$ cat src/rtl/blma_pkg.sv
`timescale 1ns / 1ps
// ----------------------------------------------------------------------------
// blma_pkg
// Shared types and constants of the battery level moving average block.
// ----------------------------------------------------------------------------
package blma_pkg;

	localparam int MAX_WINDOW = 16;
	localparam int PTR_W      = $clog2(MAX_WINDOW);
	localparam int FILL_W     = $clog2(MAX_WINDOW + 1);
	localparam int MV_W       = 16;
	localparam int PIN_W      = 12;
	localparam int RATIO_W    = 12;
	localparam int WIN_W      = 5;
	localparam int PCT_W      = 7;
	localparam int SUM_W      = MV_W + PTR_W;
	localparam int PROD_W     = PIN_W + RATIO_W;
	localparam int NUM_W      = MV_W + PCT_W;
	localparam int DIV_N_W    = NUM_W + 1;
	localparam int DIV_D_W    = MV_W + 1;
	localparam int DIV_CNT_W  = $clog2(DIV_N_W + 1);
	localparam int CFG_IDX_W  = 3;
	localparam int CFG_DATA_W = 16;

	localparam logic [RATIO_W-1:0] RATIO_MIN   = RATIO_W'(256);
	localparam logic [RATIO_W-1:0] RATIO_RESET = RATIO_W'(512);
	localparam logic [WIN_W-1:0]   WIN_RESET   = WIN_W'(8);
	localparam logic [MV_W-1:0]    DEADBAND_RESET = MV_W'(20);
	localparam logic [MV_W-1:0]    FULL_RESET  = MV_W'(4200);
	localparam logic [MV_W-1:0]    EMPTY_RESET = MV_W'(3300);
	localparam logic [MV_W-1:0]    SPAN_DEFAULT = MV_W'(100);
	localparam logic [MV_W-1:0]    SPAN_MIN    = MV_W'(10);
	localparam logic [PCT_W-1:0]   PCT_FULL    = PCT_W'(100);

	typedef enum logic [CFG_IDX_W-1:0] {
		CFG_DIVIDER_RATIO = 3'd0,
		CFG_WINDOW_LENGTH = 3'd1,
		CFG_DEADBAND      = 3'd2,
		CFG_FULL_MV       = 3'd3,
		CFG_EMPTY_MV      = 3'd4
	} cfg_idx_t;

	typedef enum logic [3:0] {
		ST_IDLE,
		ST_SCALE,
		ST_READ,
		ST_UPDATE,
		ST_AVG_START,
		ST_AVG_WAIT,
		ST_FILT,
		ST_PCT_PREP,
		ST_PCT_START,
		ST_PCT_WAIT,
		ST_PCT_DONE,
		ST_LOAD
	} state_t;

	typedef struct packed {
		logic capture;
		logic clear;
		logic scale;
		logic ring_read;
		logic update;
		logic avg_start;
		logic filt;
		logic pct_prep;
		logic pct_start;
		logic pct_done;
		logic load_out;
	} dp_cmd_t;

	typedef struct packed {
		logic div_busy;
	} dp_stat_t;

endpackage

$ cat src/rtl/battery_level_moving_average.sv
`timescale 1ns / 1ps
// ----------------------------------------------------------------------------
// battery_level_moving_average
// Battery voltage moving average with deadband filter and charge percent.
// ----------------------------------------------------------------------------
// Usage:
//   Input channel (in_valid/in_ready) carries cmd and pin_mv. cmd = 0 scales
//   pin_mv by the divider ratio, pushes it into the window and reports the
//   average, the deadband filtered value, a change flag and the percent.
//   cmd = 1 clears the average and filter state and reports all zeros.
//   Output channel (out_valid/out_ready) returns one result per transfer.
//   Configuration: cfg_we writes cfg_data to register cfg_idx;
//   writing the window length restarts the average. Write only while idle.
// Sequencing:
//   A sample makes two 24-step passes through the shared restoring divider
//   (average, then percent). A clear bypasses the divider and goes to load.
//   One item is in flight at a time; in_ready is high while idle.
// Reset and stalls:
//   Reset loads the register defaults and empties the window and filter.
//   A finished result sits in the output register; the next item is taken
//   meanwhile and its result holds inside until out_ready frees the register.
// ----------------------------------------------------------------------------
module battery_level_moving_average import blma_pkg::*; (
	input  logic                  clk,
	input  logic                  arst_n,
	input  logic                  cfg_we,
	input  logic [CFG_IDX_W-1:0]  cfg_idx,
	input  logic [CFG_DATA_W-1:0] cfg_data,
	input  logic                  in_valid,
	output logic                  in_ready,
	input  logic                  cmd,
	input  logic [PIN_W-1:0]      pin_mv,
	output logic                  out_valid,
	input  logic                  out_ready,
	output logic [MV_W-1:0]       filtered_mv,
	output logic [MV_W-1:0]       average_mv,
	output logic                  changed,
	output logic [PCT_W-1:0]      percent
);

	dp_cmd_t  dp_cmd;
	dp_stat_t dp_stat;

	blma_ctrl u_ctrl (
		.clk       (clk),
		.arst_n    (arst_n),
		.in_valid  (in_valid),
		.in_ready  (in_ready),
		.cmd       (cmd),
		.out_valid (out_valid),
		.out_ready (out_ready),
		.stat      (dp_stat),
		.dp_cmd    (dp_cmd)
	);

	blma_datapath u_dp (
		.clk         (clk),
		.arst_n      (arst_n),
		.cfg_we      (cfg_we),
		.cfg_idx     (cfg_idx),
		.cfg_data    (cfg_data),
		.pin_mv      (pin_mv),
		.cmd         (dp_cmd),
		.stat        (dp_stat),
		.filtered_mv (filtered_mv),
		.average_mv  (average_mv),
		.changed     (changed),
		.percent     (percent)
	);

endmodule

$ cat src/rtl/blma_div.sv
`timescale 1ns / 1ps
// ----------------------------------------------------------------------------
// blma_div
// Restoring divider, one quotient bit per cycle, shared by average and percent.
// ----------------------------------------------------------------------------
module blma_div import blma_pkg::*; (
	input  logic               clk,
	input  logic               arst_n,
	input  logic               start,
	input  logic [DIV_N_W-1:0] dividend,
	input  logic [DIV_D_W-1:0] divisor,
	output logic               busy,
	output logic [DIV_N_W-1:0] quotient
);

	logic [DIV_D_W-1:0]   rem_q;
	logic [DIV_N_W-1:0]   quot_q;
	logic [DIV_D_W-1:0]   div_q;
	logic [DIV_CNT_W-1:0] cnt_q;
	logic                 busy_q;
	logic [DIV_D_W:0]     trial;
	logic                 fits;

	assign trial = {rem_q, quot_q[DIV_N_W-1]};
	assign fits  = trial >= {1'b0, div_q};

	always_ff @(posedge clk or negedge arst_n) begin
		if (!arst_n) begin
			busy_q <= 1'b0;
			cnt_q  <= '0;
		end else if (start) begin
			busy_q <= 1'b1;
			cnt_q  <= DIV_CNT_W'(DIV_N_W);
		end else if (busy_q) begin
			cnt_q <= cnt_q - DIV_CNT_W'(1);
			if (cnt_q == DIV_CNT_W'(1)) begin
				busy_q <= 1'b0;
			end
		end
	end

	always_ff @(posedge clk) begin
		if (start) begin
			rem_q  <= '0;
			quot_q <= dividend;
			div_q  <= divisor;
		end else if (busy_q) begin
			if (fits) begin
				rem_q <= DIV_D_W'(trial - {1'b0, div_q});
			end else begin
				rem_q <= trial[DIV_D_W-1:0];
			end
			quot_q <= {quot_q[DIV_N_W-2:0], fits};
		end
	end

	assign busy     = busy_q;
	assign quotient = quot_q;

endmodule

$ cat src/rtl/blma_datapath.sv
`timescale 1ns / 1ps
// ----------------------------------------------------------------------------
// blma_datapath
// Configuration, sample ring, running sum, deadband filter and percent math.
// ----------------------------------------------------------------------------
module blma_datapath import blma_pkg::*; (
	input  logic                  clk,
	input  logic                  arst_n,
	input  logic                  cfg_we,
	input  logic [CFG_IDX_W-1:0]  cfg_idx,
	input  logic [CFG_DATA_W-1:0] cfg_data,
	input  logic [PIN_W-1:0]      pin_mv,
	input  dp_cmd_t               cmd,
	output dp_stat_t              stat,
	output logic [MV_W-1:0]       filtered_mv,
	output logic [MV_W-1:0]       average_mv,
	output logic                  changed,
	output logic [PCT_W-1:0]      percent
);

	logic [RATIO_W-1:0] ratio_q;
	logic [WIN_W-1:0]   window_q;
	logic [MV_W-1:0]    deadband_q;
	logic [MV_W-1:0]    full_q;
	logic [MV_W-1:0]    empty_q;

	logic [MV_W-1:0]    ring_q [MAX_WINDOW];
	logic [MV_W-1:0]    ring_rd_q;
	logic [PTR_W-1:0]   wp_q;
	logic [FILL_W-1:0]  fill_q;
	logic [SUM_W-1:0]   sum_q;
	logic [MV_W-1:0]    filt_q;
	logic               has_first_q;

	logic [PROD_W-1:0]  prod_q;
	logic [MV_W-1:0]    batt_q;
	logic [MV_W-1:0]    avg_q;
	logic               chg_q;
	logic [PCT_W-1:0]   pct_q;
	logic [NUM_W-1:0]   num_q;
	logic [MV_W-1:0]    span_q;
	logic               below_q;

	logic [MV_W-1:0]    out_filt_q;
	logic [MV_W-1:0]    out_avg_q;
	logic               out_chg_q;
	logic [PCT_W-1:0]   out_pct_q;

	logic [RATIO_W-1:0] ratio_eff;
	logic [FILL_W-1:0]  win_eff;
	logic [PROD_W-1:0]  rounded;
	logic               ring_full;
	logic [FILL_W-1:0]  wp_inc;
	logic [SUM_W-1:0]   sum_next;
	logic [MV_W-1:0]    avg_sat;
	logic [MV_W-1:0]    avg_diff;
	logic [MV_W-1:0]    span;
	logic [MV_W-1:0]    full_gap;
	logic [DIV_N_W-1:0] div_dividend;
	logic [DIV_D_W-1:0] div_divisor;
	logic [DIV_N_W-1:0] div_quot;
	logic               div_busy;

	// Clamp the programmed divider ratio and window to their usable range.
	assign ratio_eff = (ratio_q < RATIO_MIN) ? RATIO_MIN : ratio_q;

	always_comb begin
		if (window_q == '0) begin
			win_eff = FILL_W'(1);
		end else if (FILL_W'(window_q) > FILL_W'(MAX_WINDOW)) begin
			win_eff = FILL_W'(MAX_WINDOW);
		end else begin
			win_eff = FILL_W'(window_q);
		end
	end

	assign rounded   = prod_q + PROD_W'(128);
	assign ring_full = fill_q >= win_eff;
	assign wp_inc    = FILL_W'(wp_q) + FILL_W'(1);
	assign sum_next  = sum_q + SUM_W'(batt_q) - (ring_full ? SUM_W'(ring_rd_q) : '0);

	assign avg_sat  = (|div_quot[DIV_N_W-1:MV_W]) ? '1 : div_quot[MV_W-1:0];
	assign avg_diff = (avg_sat >= filt_q) ? avg_sat - filt_q : filt_q - avg_sat;

	assign full_gap = full_q - empty_q;
	always_comb begin
		if (full_q <= empty_q) begin
			span = SPAN_DEFAULT;
		end else if (full_gap < SPAN_MIN) begin
			span = SPAN_MIN;
		end else begin
			span = full_gap;
		end
	end

	// Share the divider: average first, then the rounded percent.
	always_comb begin
		if (cmd.pct_start) begin
			div_dividend = DIV_N_W'({num_q, 1'b0}) + DIV_N_W'(span_q);
			div_divisor  = {span_q, 1'b0};
		end else begin
			div_dividend = DIV_N_W'(sum_q);
			div_divisor  = DIV_D_W'(fill_q);
		end
	end

	blma_div u_div (
		.clk      (clk),
		.arst_n   (arst_n),
		.start    (cmd.avg_start | cmd.pct_start),
		.dividend (div_dividend),
		.divisor  (div_divisor),
		.busy     (div_busy),
		.quotient (div_quot)
	);

	assign stat.div_busy = div_busy;

	always_ff @(posedge clk or negedge arst_n) begin
		if (!arst_n) begin
			ratio_q     <= RATIO_RESET;
			window_q    <= WIN_RESET;
			deadband_q  <= DEADBAND_RESET;
			full_q      <= FULL_RESET;
			empty_q     <= EMPTY_RESET;
			wp_q        <= '0;
			fill_q      <= '0;
			sum_q       <= '0;
			filt_q      <= '0;
			has_first_q <= 1'b0;
			avg_q       <= '0;
			chg_q       <= 1'b0;
			pct_q       <= '0;
		end else begin
			if (cfg_we) begin
				unique case (cfg_idx_t'(cfg_idx))
					CFG_DIVIDER_RATIO: ratio_q <= cfg_data[RATIO_W-1:0];
					CFG_WINDOW_LENGTH: begin
						window_q <= cfg_data[WIN_W-1:0];
						wp_q     <= '0;
						fill_q   <= '0;
						sum_q    <= '0;
					end
					CFG_DEADBAND: deadband_q <= cfg_data;
					CFG_FULL_MV:  full_q     <= cfg_data;
					CFG_EMPTY_MV: empty_q    <= cfg_data;
					default: ;
				endcase
			end
			if (cmd.clear) begin
				wp_q        <= '0;
				fill_q      <= '0;
				sum_q       <= '0;
				filt_q      <= '0;
				has_first_q <= 1'b0;
				avg_q       <= '0;
				chg_q       <= 1'b0;
				pct_q       <= '0;
			end
			if (cmd.scale && FILL_W'(wp_q) >= win_eff) begin
				wp_q <= '0;
			end
			if (cmd.update) begin
				if (!ring_full) begin
					fill_q <= fill_q + FILL_W'(1);
				end
				sum_q <= sum_next;
				wp_q  <= (wp_inc == win_eff) ? '0 : wp_inc[PTR_W-1:0];
			end
			if (cmd.filt) begin
				avg_q <= avg_sat;
				if (!has_first_q || avg_diff >= deadband_q) begin
					filt_q <= avg_sat;
					chg_q  <= 1'b1;
				end else begin
					chg_q <= 1'b0;
				end
				has_first_q <= 1'b1;
			end
			if (cmd.pct_done) begin
				if (below_q) begin
					pct_q <= '0;
				end else if (div_quot > DIV_N_W'(PCT_FULL)) begin
					pct_q <= PCT_FULL;
				end else begin
					pct_q <= div_quot[PCT_W-1:0];
				end
			end
		end
	end

	always_ff @(posedge clk) begin
		if (cmd.capture) begin
			prod_q <= PROD_W'(pin_mv) * PROD_W'(ratio_eff);
		end
		if (cmd.scale) begin
			batt_q <= rounded[PROD_W-1:8];
		end
		if (cmd.ring_read) begin
			ring_rd_q <= ring_q[wp_q];
		end
		if (cmd.update) begin
			ring_q[wp_q] <= batt_q;
		end
		if (cmd.pct_prep) begin
			below_q <= filt_q <= empty_q;
			num_q   <= NUM_W'(filt_q - empty_q) * NUM_W'(PCT_FULL);
			span_q  <= span;
		end
		if (cmd.load_out) begin
			out_filt_q <= filt_q;
			out_avg_q  <= avg_q;
			out_chg_q  <= chg_q;
			out_pct_q  <= pct_q;
		end
	end

	assign filtered_mv = out_filt_q;
	assign average_mv  = out_avg_q;
	assign changed     = out_chg_q;
	assign percent     = out_pct_q;

	a_fill_in_window: assert property (@(posedge clk) disable iff (!arst_n)
		fill_q <= win_eff)
		else $error("fill count beyond window");

	a_pct_range: assert property (@(posedge clk) disable iff (!arst_n)
		pct_q <= PCT_FULL)
		else $error("percent out of range");

	a_div_start_idle: assert property (@(posedge clk) disable iff (!arst_n)
		(cmd.avg_start || cmd.pct_start) |-> !div_busy)
		else $error("divider started while busy");

endmodule

$ cat src/rtl/blma_ctrl.sv
`timescale 1ns / 1ps
// ----------------------------------------------------------------------------
// blma_ctrl
// Sequencer for one sample: scale, ring update, average, filter, percent.
// ----------------------------------------------------------------------------
module blma_ctrl import blma_pkg::*; (
	input  logic     clk,
	input  logic     arst_n,
	input  logic     in_valid,
	output logic     in_ready,
	input  logic     cmd,
	output logic     out_valid,
	input  logic     out_ready,
	input  dp_stat_t stat,
	output dp_cmd_t  dp_cmd
);

	state_t state_q, state_d;
	logic   out_valid_q;
	logic   in_xfer;
	logic   out_free;

	assign in_xfer  = in_valid && (state_q == ST_IDLE);
	assign out_free = !out_valid_q || out_ready;

	always_comb begin
		state_d = state_q;
		unique case (state_q)
			ST_IDLE: begin
				if (in_valid) begin
					state_d = cmd ? ST_LOAD : ST_SCALE;
				end
			end
			ST_SCALE:     state_d = ST_READ;
			ST_READ:      state_d = ST_UPDATE;
			ST_UPDATE:    state_d = ST_AVG_START;
			ST_AVG_START: state_d = ST_AVG_WAIT;
			ST_AVG_WAIT: begin
				if (!stat.div_busy) begin
					state_d = ST_FILT;
				end
			end
			ST_FILT:      state_d = ST_PCT_PREP;
			ST_PCT_PREP:  state_d = ST_PCT_START;
			ST_PCT_START: state_d = ST_PCT_WAIT;
			ST_PCT_WAIT: begin
				if (!stat.div_busy) begin
					state_d = ST_PCT_DONE;
				end
			end
			ST_PCT_DONE:  state_d = ST_LOAD;
			ST_LOAD: begin
				if (out_free) begin
					state_d = ST_IDLE;
				end
			end
			default:      state_d = ST_IDLE;
		endcase
	end

	always_comb begin
		dp_cmd   = '0;
		in_ready = 1'b0;
		unique case (state_q)
			ST_IDLE: begin
				in_ready       = 1'b1;
				dp_cmd.capture = in_valid && !cmd;
				dp_cmd.clear   = in_valid && cmd;
			end
			ST_SCALE:     dp_cmd.scale     = 1'b1;
			ST_READ:      dp_cmd.ring_read = 1'b1;
			ST_UPDATE:    dp_cmd.update    = 1'b1;
			ST_AVG_START: dp_cmd.avg_start = 1'b1;
			ST_FILT:      dp_cmd.filt      = 1'b1;
			ST_PCT_PREP:  dp_cmd.pct_prep  = 1'b1;
			ST_PCT_START: dp_cmd.pct_start = 1'b1;
			ST_PCT_DONE:  dp_cmd.pct_done  = 1'b1;
			ST_LOAD:      dp_cmd.load_out  = out_free;
			default: ;
		endcase
	end

	always_ff @(posedge clk or negedge arst_n) begin
		if (!arst_n) begin
			state_q     <= ST_IDLE;
			out_valid_q <= 1'b0;
		end else begin
			state_q <= state_d;
			// Hold the result until its transfer, refill on load.
			if (dp_cmd.load_out) begin
				out_valid_q <= 1'b1;
			end else if (out_ready) begin
				out_valid_q <= 1'b0;
			end
		end
	end

	assign out_valid = out_valid_q;

	a_one_item: assert property (@(posedge clk) disable iff (!arst_n)
		in_xfer |=> !in_ready)
		else $error("second item taken while one is in flight");

	a_load_free: assert property (@(posedge clk) disable iff (!arst_n)
		dp_cmd.load_out |-> (!out_valid_q || out_ready))
		else $error("result overwritten before transfer");

	a_clear_fast: assert property (@(posedge clk) disable iff (!arst_n)
		(in_xfer && cmd) |=> state_q == ST_LOAD)
		else $error("clear did not go straight to load");

endmodule

$ cat config.mk
export PLATFORM = sky130hd
export DESIGN_NAME = battery_level_moving_average
export DESIGN_NICKNAME = d
export VERILOG_FILES = /design/src/rtl/blma_pkg.sv /design/src/rtl/battery_level_moving_average.sv /design/src/rtl/blma_div.sv /design/src/rtl/blma_datapath.sv /design/src/rtl/blma_ctrl.sv
export SDC_FILE = /design/constraint.sdc
export NUM_CORES = 1
export LEC_CHECK = 0
export BUFFER_PORTS_ARGS = -buffer_cell sky130_fd_sc_hd__buf_2
export CAP_MARGIN = 15
export CORE_ASPECT_RATIO = 1.4
export CORE_MARGIN = 3
export CORE_UTILIZATION = 62
export CTS_CLUSTER_DIAMETER = 200
export DETAILED_ROUTE_END_ITERATION = 12
export PLACE_DENSITY = 0.78
export SETUP_SLACK_MARGIN = 0.02
export SLEW_MARGIN = 20
export SYNTH_ARGS = -nofsm -noshare
export SYNTH_HDL_FRONTEND = slang
export SYNTH_HIERARCHICAL = 1
export SYNTH_SLANG_ARGS = --single-unit
$ cat constraint.sdc
create_clock -name clk -period 17.5 [get_ports clk]
set_input_delay 3.5 -clock clk [delete_from_list [all_inputs] [get_ports clk]]
set_output_delay 3.5 -clock clk [all_outputs]
set_load 0.01 [all_outputs]
; ---- Word level (Yosys, flattened, before mapping)
; Memories as Yosys holds them, arrays and structs flattened. A register that Yosys moved wholly into a read port is not among the register bits.
; Cells that the tools add are included.
[classes]
muxes = 66
n_lt_le_gt_ge = 11
bitwise = 1
n_addsub = 12
n_reduce_logical = 29
n_eq_ne = 21
n_mul = 2
[op_table]
columns = cell, n
row1 = 16-bit 2-to-1 mux, 8
row2 = 20-bit 2-to-1 mux, 4
row3 = 24-bit 2-to-1 mux, 3
row4 = 5-bit 2-to-1 mux, 10
row5 = 4-bit one-hot mux with 12 select lines, 1
row6 = 16-bit subtractor, 3
row7 = 4-bit 2-to-1 mux, 11
row8 = 7-bit 2-to-1 mux, 5
row9 = 16-bit >= comparator, 2
row10 = 16-bit less-or-equal comparator, 2
row11 = 24-bit by 16-bit adder with 24-bit output, 1
row12 = "24-bit by 8-bit adder with 24-bit output, second input constant", 1
row13 = "24-bit by 7-bit > comparator with 1-bit output, second input constant", 1
row14 = 12-bit by 12-bit multiplier with 24-bit output, 1
row15 = "23-bit by 5-bit multiplier with 21-bit output, second input constant", 1
row16 = 1-bit 2-to-1 mux, 21
row17 = 20-bit by 16-bit adder with 20-bit output, 1
row18 = 20-bit subtractor, 1
row19 = 18-bit by 17-bit >= comparator with 1-bit output, 1
row20 = 17-bit 2-to-1 mux, 1
row21 = 16-bit by 16-bit subtractor with 17-bit output, 1
row22 = 17-bit subtractor, 1
row23 = "4-bit by 3-bit equality test with 1-bit output, second input constant", 4
row24 = "4-bit equality test, second input constant", 4
row25 = other kinds (33), 53
[word_totals]
output_inout_bits = 42
register_bits = 322
word_cells = 175
memories = 1
mem_bits_rw = 256
inputBits = 37
[mem_list]
columns = memory, words, word_bits, rd, rd_clocked_by_memory_dff, write_ports, line_no
row1 = u_dp.ring_q, 16, 16, 1, 1, 1, blma_datapath.sv:27  ; logic [MV_W-1:0] ring_q [MAX_WINDOW];

; ---- Depth between registers and ports, before layout
; Gate-level depths: netlist of the first run.
[logic_depth]
word_depth = 8
depth_mapped = 27

; ---- Modules after synthesis
; The synthesis of the first run kept the hierarchy.
[by_module_without_submodules]
columns = module, n_inst, area_each_um2, cells_per_inst, seq_area_each_um2
row1 = blma_datapath, 1, 31696.6, 2667, 14896.8
row2 = blma_div, 1, 3565.9, 322, 1721.7
row3 = blma_ctrl, 1, 416.6, 56, 125.1

; ---- Least setup slack after synthesis of the first run
; Ideal clock, no wire load.
[synth_path]
path_kind = input to register
start = input pin_mv[5]
end = register u_dp.prod_q[21] (data pin)
t_arrival_ns = 8.088
t_required_ns = 17.242
slack_ns = 9.154
stages = 20
path_cell_list = clkbuf_1 -> nand2_1 -> fa_1 -> fa_1 -> fa_1 -> inv_1 -> fa_1 -> inv_1 -> fa_1 -> inv_1 -> ha_1 -> o21ai_0 -> nand2b_1 -> a21oi_1 -> a2111oi_2 -> o21ai_1 -> o21ai_0 -> o21a_1 -> nor2_1 -> xnor2_1
[synth_between]
elab_chain_cells = 1
[synth_lines]
columns = item, line_no
row1 = start: declaration, battery_level_moving_average.sv:32  ; input logic [PIN_W-1:0] pin_mv,
row2 = 12-bit by 12-bit multiplier with 24-bit output, blma_datapath.sv:194  ; prod_q <= PROD_W'(pin_mv) * PROD_W'(ratio_eff);
row3 = end signal: assignment, blma_datapath.sv:194
row4 = end: declaration, blma_datapath.sv:35  ; logic [PROD_W-1:0] prod_q;
; No other way between the ends.
; A chain may end at the register's enable or synchronous reset.

; ---- Final worst setup path of the first run
[layout_path]
start = input pin_mv[5]
end = register u_dp.prod_q[22] (data pin)
; The elaborated chain is that of the path after synthesis.

==> summary.md, run 1 <==
| Metric | Value |
|---|---|
| Status | `finished clean` |
| Synthesis-to-layout area growth | `8.78%` |
| Initial Util | `approximately 63%` |
| Clk_lat worst skew | `0.63 ns` |
| Worst min-delay path class | `reg -> reg` |
| FMAX | `about 120 MHz` |
| Die span in y | `around 290 microns` |
| Sequential share of the synthesized area | `~47%` |
| Synthesized Nets | `3471` |
| R2r setup slk | `between 10 and 15 ns` |
| Hold Crit Depth | `0` |
| Share of layout cells above drive strength 1 | `13.4%` |
| Final WL | `approximately 86000 microns` |
| Core area | `0.0567 sq mm` |
| Tmin final | `roughly 8.2 ns` |
| Final Hold Vio Count | `0` |
| CTS tree | `done` |
| Routed WL per cell | `22.1 microns` |
| FILL cells | `a little over 4000` |
| Top-area cell type share of the netlist area | `35.7%` |
| Worst-case clock buffer depth | `3` |
| Setup WS pre-CTS | `~8.7 ns` |
| Port Buffers | `between 70 and 80` |
| Initial antenna violation count | `0` |
| Worst Tran Pin Value | `~1.1 ns` |
| Synth Flop Type | `edfxtp_1` |
| Global-route wire length before repair | `between 100000 and 150000 microns` |
| Hold Path End | `u_dp/average_mv[13]` |
| Post-CTS Setup Bufs | `0` |
| Max FO, Critical Path | `12` |
| Yosys reg bits | `roughly 600` |
| Via density | `just over 6` |
| RSZ-0062 raised after global routing | `no` |
| CTS clk-pin slew, worst paths | `around 0.06 ns` |
| Cts bufs inserted | `53` |
| Reg-to-reg startpoint | `u_dp/ratio_q[10]` |
| Period utilization | `~47%` |
| CTS root buffer | `clkbuf_16` |
| Async S/R FF share, synth | `24.9%` |
| Die width | `between 200 and 250 microns` |
| Top-count cell post-synth | `edfxtp_1` |
| Cell taking the most area after synthesis | `edfxtp_1` |
| Top post-synthesis cells by area | `edfxtp_1 (36%), dfrtp_1 (9.3%), ha_1 (8.8%), fa_1 (7.7%), mux4_2 (5.0%)` |
| Setup TNS | `0 ns` |
| Yosys warning total | `6` |
| Slew margin rel. | `between 20% and 30%` |
| Detailed-route DRC error count | `0` |
| EDFF count, synth | `between 400 and 500` |
| FF-to-FF path depth | `22` |
| Syn Inst Count | `between 3000 and 4000` |
| Kind of start point of the critical path | `primary input` |
| Diodes inserted | `0` |
| WP data required | `about 18 ns` |
| # hold bufs at CTS | `0` |
| Critical Path AT | `8.61 ns` |
| Largest net degree at the start of global routing | `88` |
| Die ar. | `between 0.06 and 0.07 sq mm` |
| Setup CP Type | `in -> reg` |
| First-pass DRT Iterations | `5` |
| Commonest cells in the netlist | `edfxtp_1 (424), inv_1 (401), nand2_1 (261), ha_1 (252), o21ai_0 (153)` |
| Gpl congestion | `between 0.9 and 1` |
| PostCTS Resize Cnt | `0` |
| Synth Cell Area | `approximately 0.036 sq mm` |
| Final Skew | `0.0506 ns` |
| NumNets Final | `between 3000 and 4000` |
| R2r endpoint | `u_dp/prod_q[22]` |
| ANT nets after route | `0` |
| Pins over their slew limit | `0` |
| Cell variety after synth | `slightly below 90` |
| Num ports | `79` |
| Final setup fails | `0` |
| Layout Utilization | `slightly below 70%` |
| Clock sinks | `587` |
| Maxcap violations | `0` |
| Hold Path Origin | `u_dp/avg_q[13]` |
| Vias in the first global route | `around 24000` |
| Hold WS | `about 0.45 ns` |
| Overflow after GRT | `0` |
| Num rows | `103` |
| CP Capture Type | `flop` |
| GRT Overall Usage | `28.4%` |
| Final setup margin | `9.30 ns` |
| Hpwl dp | `between 60000 and 70000 microns` |
| Htree depth | `2` |
| First DRT Iteration DRCs | `1810` |
| DR vias | `about 24000` |
| Syn_area_per_cell | `~12 sq um` |
[sequential cells by signal, indices dropped and copies added, names as in the netlist, 17 cells and up]
register and cells:
u_dp/u_div/quotient 24, u_dp/prod_q 17, u_dp/sum_q 20, u_dp/ring_q 256
u_dp/num_q 21, u_dp/u_div/rem_q 17, u_dp/u_div/div_q 17
[worst max-delay path, cell delays in order]
cell and delay (ns):
buf_2 0.23, nand2_1 0.12, fa_1 0.59, fa_1 0.44
fa_1 0.50, inv_1 0.05, fa_1 0.53, inv_1 0.05
fa_1 0.53, inv_1 0.04, ha_1 0.32, o21ai_0 0.10
nand2b_1 0.08, a21oi_1 0.09, a2111oi_2 0.42, o21ai_1 0.21
o21ai_0 0.34, o21a_1 0.18, nor2_1 0.07, a211oi_1 0.23
[final cells by class]
cell class                      count  area [sq um]  area share (%)
Clock inverter                     34           355           0.916
Clock buffer                       66          1460            3.76
Timing Repair Buffer              115           711            1.83
Multi-Input combinational cell   1957         17100            44.1
Inverter                          401          1510            3.88
Sequential cell                   587         16700            43.2
Tap cell                          735           920            2.37
[metrics by stage]
step / std cells / area, sq um
finish: 3895 / 38800
detailed placement: 3793 / 36900
CTS: 3893 / 38800
floorplan: 3045 / 35700
global route: 3895 / 38800
global placement: 3793 / 36900
[worst max path at each step]
stage	cells after the start	endpoint	slack [ns]	startpoint
after floorplan	20	u_dp/prod_q[21]	9.15	pin_mv[5]
after global placement	20	u_dp/prod_q[21]	8.81	pin_mv[5]
after detailed placement	19	u_dp/prod_q[22]	8.69	pin_mv[3]
after CTS	19	u_dp/prod_q[22]	9.29	pin_mv[3]
after global routing	20	u_dp/prod_q[22]	8.94	pin_mv[0]
final	20	u_dp/prod_q[22]	9.30	pin_mv[5]
[placed cells by master (no fill, tap or decap), types with 40 or more instances in the layout]
cell type and count:
buf_2 77, and2_1 76, a21oi_1 95, a21o_1 56, nand2b_1 49, clkbuf_16 55, inv_1 401, xnor2_1 87
nor2_1 129, xor2_1 46, ha_1 252, mux2_2 65, o21ai_0 153, fa_1 137, mux4_2 80, edfxtp_1 424
nand2_1 261, dfrtp_1 130, and3_1 40
[metal layers]
layer,routed length [microns],part of all wire (%),track usage [%]
met4,4830,5.6,14.1
met2,44700,52,50.1
met3,4150,4.8,3.51
met5,0,0,0
met1,32300,38,34.4
[cells by family after synthesis]
kind of cell	after synthesis	share of synthesized area [%]
flops	587	46.9
compound gates	493	9.17
fa+ha+maj	389	16.5
xor+xnor	133	3.26
buf+inv	501	5.39
simple gates	758	10.5
mux	184	8.21
Power of run 1 is left out: the tool's default activity adds up to more than one toggle a clock period on the data nets, which glitch-free logic cannot reach.
==> run 2, diff against run 1 <==
==> constraint.sdc (replaced) <==
create_clock -name clk -period 8.5 [get_ports clk]
set_input_delay 1.7 -clock clk [delete_from_list [all_inputs] [get_ports clk]]
set_output_delay 1.7 -clock clk [all_outputs]
set_load 0.01 [all_outputs]
==> run 2 against run 1 <==
Compared with the run above:
- routed wire length up 1.6%
- worst hold slack better by 0.0012 ns
- highest routed layer unchanged
- non-clock buffer count is 4 lower
- via count increased by 0.59%
- sequential share of layout area hardly changed
- core utilization barely moved
- register-to-register slack lost 9.3 ns
- final area barely moved
- critical path depth grew 2
- global-route usage increased by 0.33 points
- flip-flop and latch count unchanged
- critical endpoint unchanged
- die area is the same
==> summary.md, run 2 (synthesized netlist as in run 1, its figures left out) <==
| Metric | Value |
|---|---|
| Final Skew | `0.0815 ns (+0.0308 ns)` |
| Die span in y | `290 microns (unchanged)` |
| Num ports | `79 (unchanged)` |
| Num rows | `103 (unchanged)` |
| ANT nets after route | `0 (unchanged)` |
| Htree depth | `2 (unchanged)` |
| Kind of start point of the critical path | `flop` |
| Gpl congestion | `0.961 (+4.4%)` |
| NumNets Final | `3538 (-0.085%)` |
| Setup CP Type | `reg -> reg` |
| First DRT Iteration DRCs | `1579 (-13%)` |
| Hold Path Origin | `u_dp/avg_q[11]` |
| R2r endpoint | `u_dp/prod_q[22]` |
| Routed WL per cell | `22.4 microns (+1.7%)` |
| Number of flip-flops in the largest register | `256 (unchanged)` |
| Worst-case clock buffer depth | `3 (unchanged)` |
| CTS root buffer | `clkbuf_16` |
| Diodes inserted | `0 (unchanged)` |
| Hold Path End | `u_dp/average_mv[11]` |
| WP data required | `8.88 ns (-9.03 ns)` |
| Cts bufs inserted | `54 (+1.9%)` |
| Cell mode on critical path | `fa_1` |
| CTS clk-pin slew, worst paths | `0.06 ns (about the same)` |
| Final setup fails | `0 (unchanged)` |
| Worst min-delay path class | `reg -> reg` |
| # hold bufs at CTS | `0 (unchanged)` |
| Core area | `0.0567 sq mm (unchanged)` |
| Worst Tran Pin Value | `1.07 ns (+0.0158 ns)` |
| Detailed-route DRC error count | `0 (unchanged)` |
| Die width | `209 microns (unchanged)` |
| Final WL | `87400 microns (+1.6%)` |
| GRT Overall Usage | `28.7% (+0.33 points)` |
| Hpwl dp | `62800 microns (+1.1%)` |
| Share of layout cells above drive strength 1 | `13.4% (-0.051 points)` |
| Max FO, Critical Path | `22 (+10)` |
| Tmin final | `roughly 7 ns` |
| CP max stage delay | `0.91 ns (+0.32 ns)` |
| Status | `finished clean` |
| Synthesis-to-layout area growth | `8.85% (about the same)` |
| Via density | `6.09 (+0.66%)` |
| PostCTS Resize Cnt | `0 (unchanged)` |
| Setup TNS | `0 ns (unchanged)` |
| Die ar. | `0.0605 sq mm (unchanged)` |
| CP Capture Type | `flop` |
| Largest net degree at the start of global routing | `88 (unchanged)` |
| Post-CTS Setup Bufs | `0 (unchanged)` |
| Clock sinks | `587 (unchanged)` |
| Initial Util | `62.9% (unchanged)` |
| R2r setup slk | `1.29 ns (-9.27 ns)` |
| Pins over their slew limit | `0 (unchanged)` |
| Global-route wire length before repair | `136000 microns (+0.72%)` |
| Period utilization | `approximately 85%` |
| Reg-to-reg startpoint | `u_dp/ratio_q[10]` |
| Commonest non-fill, non-tap cells in the layout | `edfxtp_1 (424), inv_1 (401), nand2_1 (261)` |
| Overflow after GRT | `0 (unchanged)` |
| Slew margin rel. | `28.3% (-1.2 points)` |
| RSZ-0062 raised after global routing | `no` |
| Most common cell after layout, fill and taps aside | `edfxtp_1` |
| Hold Crit Depth | `0 (unchanged)` |
| Clk_lat worst skew | `0.66 ns (+0.03 ns)` |
| Port Buffers | `78 (unchanged)` |
| CTS tree | `done` |
| Biggest register | `u_dp/ring_q` |
| CP delay by family, top | `adder cells` |
| Crit-path cells | `or4_1, buf_4, and2_1, nand2_1, fa_1, fa_1, fa_1, inv_1, fa_1, inv_1, fa_1, inv_1, ha_1, o21ai_0, nand2b_1, a21oi_1, a2111oi_2, o21ai_1, o21ai_0, o21a_1, nor2_1, a211oi_1` |
| First-pass DRT Iterations | `7 (+2)` |
| Final Hold Vio Count | `0 (unchanged)` |
| Initial antenna violation count | `0 (unchanged)` |
| DR vias | `23700 (+0.59%)` |
| Bufs and invs on worst path | `4 (unchanged)` |
| FF-to-FF path depth | `22 (unchanged)` |
| Vias in the first global route | `24500 (+1.0%)` |
| Slowest cell on the critical path | `or4_1` |
| FMAX | `about 140 MHz` |
| Maxcap violations | `0 (unchanged)` |
| Critical Path AT | `7.59 ns (-1.02 ns)` |
[run 2: layout make-up]
type | instances | area [sq um]
fillers | 4062 | 17900
multi-input cells | 1957 | 17100
flip-flops and latches | 587 | 16700
clock buffers | 73 | 1510
inverters | 401 | 1510
well taps | 735 | 920
repair buffers | 111 | 657
clock inverters | 28 | 384
[run 2: how the worst max path moves through the flow]
stage,depth (start not counted),to,startpoint
finish,22,u_dp/prod_q[22],u_dp/ratio_q[10]
global route,21,u_dp/prod_q[22],u_dp/ratio_q[10]
CTS,22,u_dp/prod_q[22],u_dp/ratio_q[10]
detailed placement,22,u_dp/prod_q[22],u_dp/ratio_q[10]
global placement,21,u_dp/prod_q[21],u_dp/ratio_q[10]
floorplan,20,u_dp/prod_q[21],pin_mv[5]
[run 2: per-layer routing]
metal | part of all wire [%] | track usage [%] | wire length (microns) | vias to the layer above
met3 | 4.4 | 3.06 | 3820 | 242
met2 | 53 | 52.6 | 46600 | 787
met5 | 0 | 0 | 0 | -
met1 | 37 | 33.9 | 32300 | 11900
met4 | 5.3 | 13.0 | 4630 | 0
li1 | - | - | - | 10800
[run 2: per-stage QoR]
stage / std cells / setup WS (ns) / cell area [sq um] / hold slack (ns) / util, %
final: 3892 / 1.29 / 38800 / 0.449 / 68.5
after global routing: 3892 / 0.877 / 38800 / 0.463 / 68.5
after CTS: 3891 / 1.31 / 38800 / 0.450 / 68.5
after detailed placement: 3790 / 1.42 / 36900 / 0.437 / 65.1
after global placement: 3790 / 1.59 / 36900 / 0.432 / 65.1
after floorplan: 3045 / 1.95 / 35700 / 0.425 / -
Power of run 2 is left out for the same reason.
==> run 3, diff against run 2 <==
--- a/config.mk
+++ b/config.mk
@@ -5,14 +5,15 @@
 export SDC_FILE = /design/constraint.sdc
 export NUM_CORES = 1
 export LEC_CHECK = 0
+export ABC_AREA = 1
 export BUFFER_PORTS_ARGS = -buffer_cell sky130_fd_sc_hd__buf_2
 export CAP_MARGIN = 15
 export CORE_ASPECT_RATIO = 1.4
 export CORE_MARGIN = 3
-export CORE_UTILIZATION = 62
+export CORE_UTILIZATION = 58
 export CTS_CLUSTER_DIAMETER = 200
 export DETAILED_ROUTE_END_ITERATION = 12
-export PLACE_DENSITY = 0.78
+export PLACE_DENSITY = 0.77
 export SETUP_SLACK_MARGIN = 0.02
 export SLEW_MARGIN = 20
 export SYNTH_ARGS = -nofsm -noshare
==> constraint.sdc (replaced) <==
create_clock -name clk -period 5.9 [get_ports clk]
set_input_delay 1.18 -clock clk [delete_from_list [all_inputs] [get_ports clk]]
set_output_delay 1.18 -clock clk [all_outputs]
set_load 0.01 [all_outputs]
==> run 3 against run 2 <==
Compared with the run above:
- synthesized cell count is 38% higher
- worst hold slack worse by 0.00087 ns
- count of clock-buffer cells in the layout unchanged
- maximum frequency is 30% higher
- flip-flop and latch count unchanged
- critical endpoint is now u_dp/prod_q[19]
- highest routed layer unchanged
==> summary.md, run 3 <==
| Metric | Value |
|---|---|
| Top post-synthesis cells by area | `edfxtp_1 (34%), nand2_1 (9.6%), dfrtp_1 (8.9%), ha_1 (8.5%), fa_1 (7.4%)` |
| CP Capture Type | `flop` |
| NumNets Final | `4716 (+33%)` |
| Final Skew | `0.0624 ns (-0.0190 ns)` |
| FILL cells | `5286 (+30%)` |
| Top-area cell type share of the netlist area | `34.3% (-1.4 points)` |
| Htree depth | `2 (unchanged)` |
| PostCTS Resize Cnt | `0 (unchanged)` |
| Synthesized Nets | `4626 (+33%)` |
| CP max stage delay | `0.53 ns (-0.38 ns)` |
| Detailed-route DRC error count | `0 (unchanged)` |
| R2r endpoint | `u_dp/prod_q[19]` |
| Status | `finished clean` |
| Kind of start point of the critical path | `flop` |
| Critical Path AT | `5.93 ns (-1.66 ns)` |
| Final WL | `95600 microns (+9.4%)` |
| # hold bufs at CTS | `0 (unchanged)` |
| First DRT Iteration DRCs | `2262 (+43%)` |
| Num ports | `79 (unchanged)` |
| Worst Tran Pin Value | `1.13 ns (+0.0519 ns)` |
| Port Buffers | `78 (unchanged)` |
| Number of flip-flops in the largest register | `256 (unchanged)` |
| Synth Flop Type | `edfxtp_1` |
| Share of layout cells above drive strength 1 | `7.82% (-5.6 points)` |
| DR vias | `28900 (+22%)` |
| WP data required | `6.29 ns (-2.59 ns)` |
| Core area | `0.0633 sq mm (+12%)` |
| Yosys reg bits | `587 (unchanged)` |
| Die ar. | `0.0671 sq mm (+11%)` |
| Maxcap violations | `0 (unchanged)` |
| Syn Inst Count | `4200 (+38%)` |
| Pins over their slew limit | `0 (unchanged)` |
| Cell mode on critical path | `nand2_1` |
| Final setup fails | `0 (unchanged)` |
| CTS tree | `done` |
| Setup TNS | `0 ns (unchanged)` |
| Setup CP Type | `reg -> reg` |
| Cell taking the most area after synthesis | `edfxtp_1` |
| Gpl congestion | `0.967 (+0.58%)` |
| Final Hold Vio Count | `0 (unchanged)` |
| Hpwl dp | `70600 microns (+12%)` |
| Period utilization | `93.8% (+9.0 points)` |
| Yosys warning total | `6 (unchanged)` |
| FMAX | `181 MHz (+30%)` |
| Hold Path Origin | `u_dp/pct_q[1]` |
| First-pass DRT Iterations | `8 (+1)` |
| Commonest non-fill, non-tap cells in the layout | `nand2_1 (950), inv_1 (696), edfxtp_1 (424)` |
| Async S/R FF share, synth | `24.9% (unchanged)` |
| Vias in the first global route | `29100 (+19%)` |
| Initial Util | `58.7% (-4.3 points)` |
| RSZ-0062 raised after global routing | `no` |
| Synth Cell Area | `0.0371 sq mm (+4.1%)` |
| GRT Overall Usage | `28.7% (about the same)` |
| FF-to-FF path depth | `24 (+9.1%)` |
| Max FO, Critical Path | `9 (-59%)` |
| Slew margin rel. | `24.9% (-3.4 points)` |
| Biggest register | `u_dp/ring_q` |
| Reg-to-reg startpoint | `u_dp/ratio_q[8]` |
| Worst min-delay path class | `reg -> reg` |
| Clock sinks | `587 (unchanged)` |
| CTS root buffer | `clkbuf_16` |
| Cell variety after synth | `56 (-37%)` |
| Crit-path cells | `nor2_1, nand2_2, nand2_1, clkinv_1, nand2_1, fa_1, fa_1, fa_1, inv_1, fa_1, inv_1, fa_1, inv_1, ha_1, a21oi_1, inv_1, a21oi_1, nor2_1, nor2_1, nand2_1, nand2_1, nand2_1, nand2_1, nand2_1` |
| Top-count cell post-synth | `nand2_1` |
| Die width | `220 microns (+5.3%)` |
| Cts bufs inserted | `56 (+3.7%)` |
| Diodes inserted | `0 (unchanged)` |
| Global-route wire length before repair | `151000 microns (+12%)` |
| Most common cell after layout, fill and taps aside | `nand2_1` |
| ANT nets after route | `0 (unchanged)` |
| Routed WL per cell | `18.5 microns (-18%)` |
| Initial antenna violation count | `0 (unchanged)` |
| Worst-case clock buffer depth | `3 (unchanged)` |
| Synthesis-to-layout area growth | `8.80% (about the same)` |
| CTS clk-pin slew, worst paths | `0.06 ns (about the same)` |
| Num rows | `109 (+5.8%)` |
| Die span in y | `305 microns (+5.4%)` |
| R2r setup slk | `0.37 ns (-0.93 ns)` |
| Hold Path End | `u_dp/percent[1]` |
| Hold Crit Depth | `0 (unchanged)` |
| Syn_area_per_cell | `8.84 sq um (-25%)` |
| Clk_lat worst skew | `0.67 ns (about the same)` |
| Largest net degree at the start of global routing | `103 (+17%)` |
| Sequential share of the synthesized area | `45.1% (-1.8 points)` |
| Tmin final | `5.53 ns (-1.67 ns)` |
| Via density | `5.59 (-8.3%)` |
| Commonest cells in the netlist | `nand2_1 (950), inv_1 (697), edfxtp_1 (424), nor2_1 (382), o21ai_0 (310)` |
| EDFF count, synth | `424 (unchanged)` |
| Overflow after GRT | `0 (unchanged)` |
| Slowest cell on the critical path | `fa_1` |
| Post-CTS Setup Bufs | `0 (unchanged)` |
## run 3: metrics by stage
step           hold WS (ns)  std cells  worst slack (ns)  utilization (%)  cell area [sq um]
2_1_floorplan         0.425       4200             0.306                -              37100
3_3_place_gp          0.431       5063             0.123             61.0              38600
3_5_place_dp          0.433       5063            0.0982             61.0              38600
4_1_cts               0.448       5168             0.255             63.8              40400
5_1_grt               0.453       5169            0.0503             63.8              40400
6_report              0.448       5169             0.365             63.8              40400
## run 3: final cells by class
type | count | area (sq um) | area share (%)
clock buffers | 73 | 1500 | 3.70
clock inverters | 32 | 278 | 0.688
inverters | 714 | 2680 | 6.64
multi-input cells | 2787 | 17200 | 42.7
flip-flops and latches | 587 | 16700 | 41.5
well taps | 832 | 1040 | 2.58
repair buffers | 144 | 905 | 2.24
## run 3: routing by layer
| layer | vias up | GRT usage, % | part of all wire (%) | wire, microns |
|---|---|---|---|---|
| met5 | - | 0 | 0 | 0 |
| met4 | 0 | 14.4 | 5.8 | 5510 |
| met3 | 286 | 3.72 | 5.8 | 5550 |
| met2 | 1022 | 51.0 | 51 | 48700 |
| met1 | 13700 | 34.0 | 37 | 35800 |
| li1 | 13800 | - | - | - |
## run 3: worst max-delay path by stage
stage	cells after the start	to	slack [ns]	start
5_1_grt	24	u_dp/prod_q[23]	0.05	u_dp/ratio_q[8]
3_5_place_dp	20	u_dp/prod_q[23]	0.1	pin_mv[5]
6_report	24	u_dp/prod_q[19]	0.37	u_dp/ratio_q[8]
4_1_cts	20	u_dp/prod_q[21]	0.25	u_dp/ratio_q[9]
3_3_place_gp	20	u_dp/prod_q[23]	0.12	pin_mv[5]
2_1_floorplan	20	u_dp/prod_q[17]	0.31	pin_mv[0]
## run 3: kinds of logic (layout without fill, tap and decap cells)
kind of cell / count (synthesis) / in the layout / synth area share, %
AO/OA/AOI/OAI: 648 / 648 / 9.61
XOR/XNOR: 94 / 94 / 2.22
adder cells (fa/ha/maj): 389 / 389 / 15.9
buffers and inverters: 826 / 963 / 8.58
flip-flops: 587 / 587 / 45.1
multiplexers: 3 / 3 / 0.0809
AND/OR/NAND/NOR: 1653 / 1653 / 18.5
## run 3: critical path, delay by kind of cell (launching register included)
kind	cells	cell delay, ns
fa+ha+maj	6	2.80
flops	1	0.41
compound gates	2	0.37
simple gates	11	1.21
buf+inv	5	0.50
Power of run 3 is left out for the same reason.
